[src/sv/sbs_pkg.sv]
// Shared types and constants for the sorted table search block.
// Used by sbs_step, sorted_table_binary_search and sbs_checker; no dependencies.
package sbs_pkg;

   // Fixed field widths of the stream payloads
   localparam int SLOT_W  = 10;
   localparam int VALUE_W = 32;
   localparam int POS_W   = 10;
   localparam int BOUND_W = 10;

   // Function codes carried in req_tuser
   localparam logic [1:0] FUNC_LOAD  = 2'd0;
   localparam logic [1:0] FUNC_EXACT = 2'd1;
   localparam logic [1:0] FUNC_LOWER = 2'd2;

   // Sequencer states, one-hot
   typedef enum logic [3:0] {
      ST_IDLE  = 4'b0001,
      ST_PROBE = 4'b0010,
      ST_CMP   = 4'b0100,
      ST_DONE  = 4'b1000
   } state_type;

   // Outcome of one probe step
   typedef struct packed {
      logic hit;   // exact match at the probed index
      logic more;  // range still non-empty, probe again
   } step_flags_type;

endpackage

[src/sv/sbs_step.sv]
// Shared compare and bound-update unit: one bisection step per use.
// Depends on sbs_pkg.
module sbs_step #(
   parameter int ELEMENT_BITS = 32,
   parameter int PTR_W        = 12
) (
   input  logic                    exact,
   input  logic signed [PTR_W-1:0] low,
   input  logic signed [PTR_W-1:0] high,
   input  logic signed [PTR_W-1:0] mid,
   input  logic [ELEMENT_BITS-1:0] elem,
   input  logic [sbs_pkg::VALUE_W-1:0] key,
   output logic signed [PTR_W-1:0] low_in,
   output logic signed [PTR_W-1:0] high_in,
   output sbs_pkg::step_flags_type flags
);

   localparam int CMP_W = (ELEMENT_BITS > sbs_pkg::VALUE_W) ? ELEMENT_BITS
                                                            : sbs_pkg::VALUE_W;

   logic signed [CMP_W-1:0] elem_ext;
   logic signed [CMP_W-1:0] key_ext;
   logic                    key_lt;
   logic                    key_eq;
   logic                    go_left;

   // signed compare at the common width
   assign elem_ext = CMP_W'(signed'(elem));
   assign key_ext  = CMP_W'(signed'(key));
   assign key_lt   = key_ext < elem_ext;
   assign key_eq   = key_ext == elem_ext;

   // lower bound moves left on equal as well
   assign go_left = exact ? key_lt : (key_lt | key_eq);

   always_comb begin
      low_in  = low;
      high_in = high;
      if (go_left) begin
         high_in = mid - PTR_W'(1);
      end else begin
         low_in = mid + PTR_W'(1);
      end
      flags.hit  = exact & key_eq;
      flags.more = !(exact & key_eq) && (low_in <= high_in);
   end

endmodule

[config.mk]
export PLATFORM = sky130hd
export DESIGN_NAME = sbs_step
export DESIGN_NICKNAME = d
export VERILOG_FILES = /design/src/sv/sbs_pkg.sv /design/src/sv/sbs_step.sv
export SDC_FILE = /design/constraint.sdc
export NUM_CORES = 1
export LEC_CHECK = 0
export ABC_AREA = 1
export BUFFER_PORTS_ARGS = -buffer_cell sky130_fd_sc_hd__buf_2
export CELL_PAD_IN_SITES_DETAIL_PLACEMENT = 1
export CELL_PAD_IN_SITES_GLOBAL_PLACEMENT = 2
export CORE_MARGIN = 5
export CORE_UTILIZATION = 23
export DETAILED_ROUTE_END_ITERATION = 10
export GPL_TIMING_DRIVEN = 0
export PLACE_DENSITY_LB_ADDON = 0.1
export REMOVE_ABC_BUFFERS = 1
export SYNTH_ARGS = -nofsm -noshare
export SYNTH_HDL_FRONTEND = slang
export SYNTH_SLANG_ARGS = --single-unit
[constraint.sdc]
create_clock -name vclk -period 3.68
set_input_delay 0 -clock vclk [all_inputs]
set_output_delay 0 -clock vclk [all_outputs]
set_load 0.005 [all_outputs]
Word level (Yosys, flattened, before mapping)
Index checks and enable logic that the tools add are counted.
Cells by class
  bitwise gates (word level): 2
  eq/ne operators: 1
  mux-type cells: 3
  reductions and logical operators: 2
  $lt $le $gt $ge: 2
  add/sub/neg operators: 2
Operators with widths (count)
  32-bit equality test: 1
  32-bit less-than comparator: 1
  12-bit 2-to-1 mux: 2
  12-bit by 2-bit adder with 12-bit output (second input constant): 1
  12-bit <= comparator: 1
  12-bit by 2-bit subtractor with 12-bit output (second input constant): 1
  1-bit AND: 1
  1-bit logical AND: 1
  1-bit zero test: 1
  1-bit 2-to-1 mux: 1
  1-bit OR: 1
Word-level totals
  logic and storage cells: 12
  flip-flop bits (word level): 0
  input port bits: 101

Longest topological paths before layout
  depth after elaboration: 6
  mapped depth: 25
  mapped depth without buffers: 24

Least setup slack after synthesis
OpenSTA, ideal clock, no wires.
  path type: input -> output
  start point: input port elem[31]
  end point: output port flags[0] (netlist name)
  arrival time: 2.341 ns
  required time: 3.680 ns
  path buffers: 1
  stages: 17
  path slack: 1.339 ns
  cell sequence: inv_1 ha_1 a21oi_1 o21a_1 nand2_1 a21oi_2 nand2_1 nand2_2 nand3_4 buf_6 nand2_1 nand2_1 ha_1 nand2_1 o41ai_1 inv_1 a21oi_1
RTL lines
  start: declaration: line sbs_step.sv:11  | input logic [ELEMENT_BITS-1:0] elem,
  end: declaration: line sbs_step.sv:15  | output sbs_pkg::step_flags_type flags

==> run_results.csv <==
group,metric,value,unit
floorplanning,io_pins,127,
critical_path,endpoint_kind,"primary output",
grt,grt_pass1_wl,13700,um
pwr,peakVddDrop,54.1,uV
logic_synthesis,synth_top_area_share,25.6,%
worst_hold_path,hold_path_class,"in -> out",
detailed_routing,wl,8610,um
detailed_routing,antenna_left,0,
logic_synthesis,yosysWarningCount,0,
grt,grt_overflow,0,
grt,grt_max_degree,39,
critical_path,crit_required,3680,ps
timing,worst_pin_slew,561,ps
timing,whs,286,ps
grt,grt_pass1_vias,3107,
timing,clock.fmax,304,MHz
floorplanning,start_util,23.3,%
detailed_routing,wire_per_inst,13.2,um
detailed_routing,vias_per_cell,4.51,
detailed_routing,drt-initial-drc-count,94,
critical_path,crit_fanout,21,
detailed_routing,first_pass_iters,4,
logic_synthesis,synth.area.top_cells,"ha_1 26%, nand2_1 20%, inv_1 15%, nand4_1 11%, xor2_1 6.6%",
logic_synthesis,synth.distinct_cells,26,
final_layout,final_area,3040,um^2
logic_synthesis,synth_area_per_cell,5.60,um^2
final_layout,n_antenna_cell,0,
worst_hold_path,min_from,"low[0]",
floorplanning,row_count,36,
place,hpwl,6690,um
critical_path,arrival,3290,ps
flow_run,drv_cap,0,
timing,rsz0062_at_grt,"no",
timing,hold_violations,0,
outcome,status,"finished clean",
timing,setup_viol,0,
final_layout,fill_cells,1371,
pwr,p_leak,1.97,nW
timing,post-route-period-util,89.5,%
cts,cts_setup_buffers,0,
timing,tns,0,ps
detailed_routing,drc,0,
place,placed_cell_area,2960,um^2
critical_path,cp-start-kind,"input pin",
logic_synthesis,netlist_area,2250,um^2
worst_hold_path,holdPathStages,4,
grt,grt_antenna_before_repair,0,
floorplanning,chipHeight,109,um
final_layout,area_growth,35.4,%
floorplanning,die-area,11800,um^2
detailed_routing,vias,2934,
logic_synthesis,yosys.area.top_type,"ha_1",
final_layout,drive_gt1_share,26.9,%
final_layout,nClkBuffers,0,
pwr,power,0.000518,W
place,place_congestion,0.760,
place,port_buffers,127,
timing,maxSlewHeadroom,62.6,%
cts,cts_hold_buffers,0,
floorplanning,die_x,109,um
pwr,p_per_area,170,nW/um^2
timing,final_max_slew_viol_count,0,
critical_path,worstSetupPathType,"in -> out",
grt,grt.total_usage,13.7,%
final_layout,stdcell_count,650,
logic_synthesis,netlist_instances,401,
logic_synthesis,seq_area_frac_synth,0,%
critical_path,crit_start,"elem[31]",
floorplanning,coreArea,9640,um^2
timing,period_needed,3290,ps
place,dp_cells,646,
final_layout,final_nets,666,
final_layout,seq_cell_count,0,
final_layout,seq_area,0,um^2
per-layer routing:
metal / part of all wire [%] / vias to the layer above / wire (um) / GRT usage, %
li1: - / 1535 / - / -
met1: 46 / 1323 / 3980 / 17.6
met2: 46 / 74 / 3980 / 24.8
met3: 7.1 / 2 / 615 / 2.90
met4: 0.36 / 0 / 31 / 0.631
met5: 0 / - / 0 / 0
stage by stage:
stage | utilization [%] | setup WS, ps
after floorplan | - | 958
after global placement | 30.7 | -47.4
after detailed placement | 30.7 | -68.7
after CTS | 31.0 | 27.4
after global routing | 31.5 | 66.0
final | 31.5 | 386
synth_stat cells, types with 2 or more instances:
cell type / number
nor3_1: 3
o21a_1: 2
ha_1: 46
clkbuf_1: 6
inv_1: 88
nor2_2: 2
nor4_1: 2
nand2_1: 120
nand3_2: 2
a21oi_1: 21
buf_2: 6
nand3_1: 9
buf_6: 3
nand4_1: 39
xor2_1: 17
nor2_1: 20
o21ai_0: 6
repair_timing:
| action | in CTS | in global routing |
|---|---|---|
| hold endpoints to repair | 0 | 0 |
| resized for setup | 2 | 4 |
| endpoints found under the setup margin | 1 | 1 |
| pin swaps | 1 | 1 |
| gates cloned | 1 | 3 |
placed cells by master (no fill, tap or decap):
cell type	count
nand2_8	1
a21oi_2	1
o41ai_1	1
nand4_1	39
o211ai_1	1
ha_2	1
nor4_1	2
xor2_1	17
o22ai_1	1
nand3_2	3
nand3_1	9
buf_2	127
xnor2_1	1
ha_1	45
nand2_1	120
a21o_1	1
a21oi_1	21
o21a_1	2
nand3_4	4
o221ai_1	1
o21ai_0	6
inv_1	88
nor3_1	3
nor2_1	20
nor2_2	2
power by group:
part           switching (W)  total (W)  internal [W]
Combinational       0.000306   0.000518      0.000211
Sequential                 0          0             0
Clock                      0          0             0
final timing paths:
path / end / slack (ps)
hold / removal: low_in[0] / 290
setup / recovery: flags[0] / 390
area by class of cell:
class	instances	area, um^2	area share [%]
Inverter	88	330	10.9
Timing Repair Buffer	127	636	20.9
Tap cell	133	166	5.47
Multi-Input combinational cell	302	1910	62.8
logic make-up (layout without fill, tap and decap cells):
group / Yosys count / count (layout) / synth area share [%]
xor+xnor: 18 / 18 / 7.02
simple gates: 199 / 203 / 40.0
fa+ha+maj: 46 / 46 / 25.6
compound gates: 35 / 35 / 8.80
buf+inv: 103 / 215 / 18.6
critical path, cell delays in order:
cell      delay, ps
buf_2            80
inv_1            40
ha_2            390
nand2_1         110
nor2_2          130
nand2_1         100
nor2_2          210
nand2_1         200
nand3_4         310
nand3_2         330
nand2_1         140
nand2_1          60
ha_1            270
nand2_1         100
o21ai_0         320
a21oi_1          80
o221ai_1        170
a21oi_1          90
buf_2           140
(Power assumes the default switching activity.)
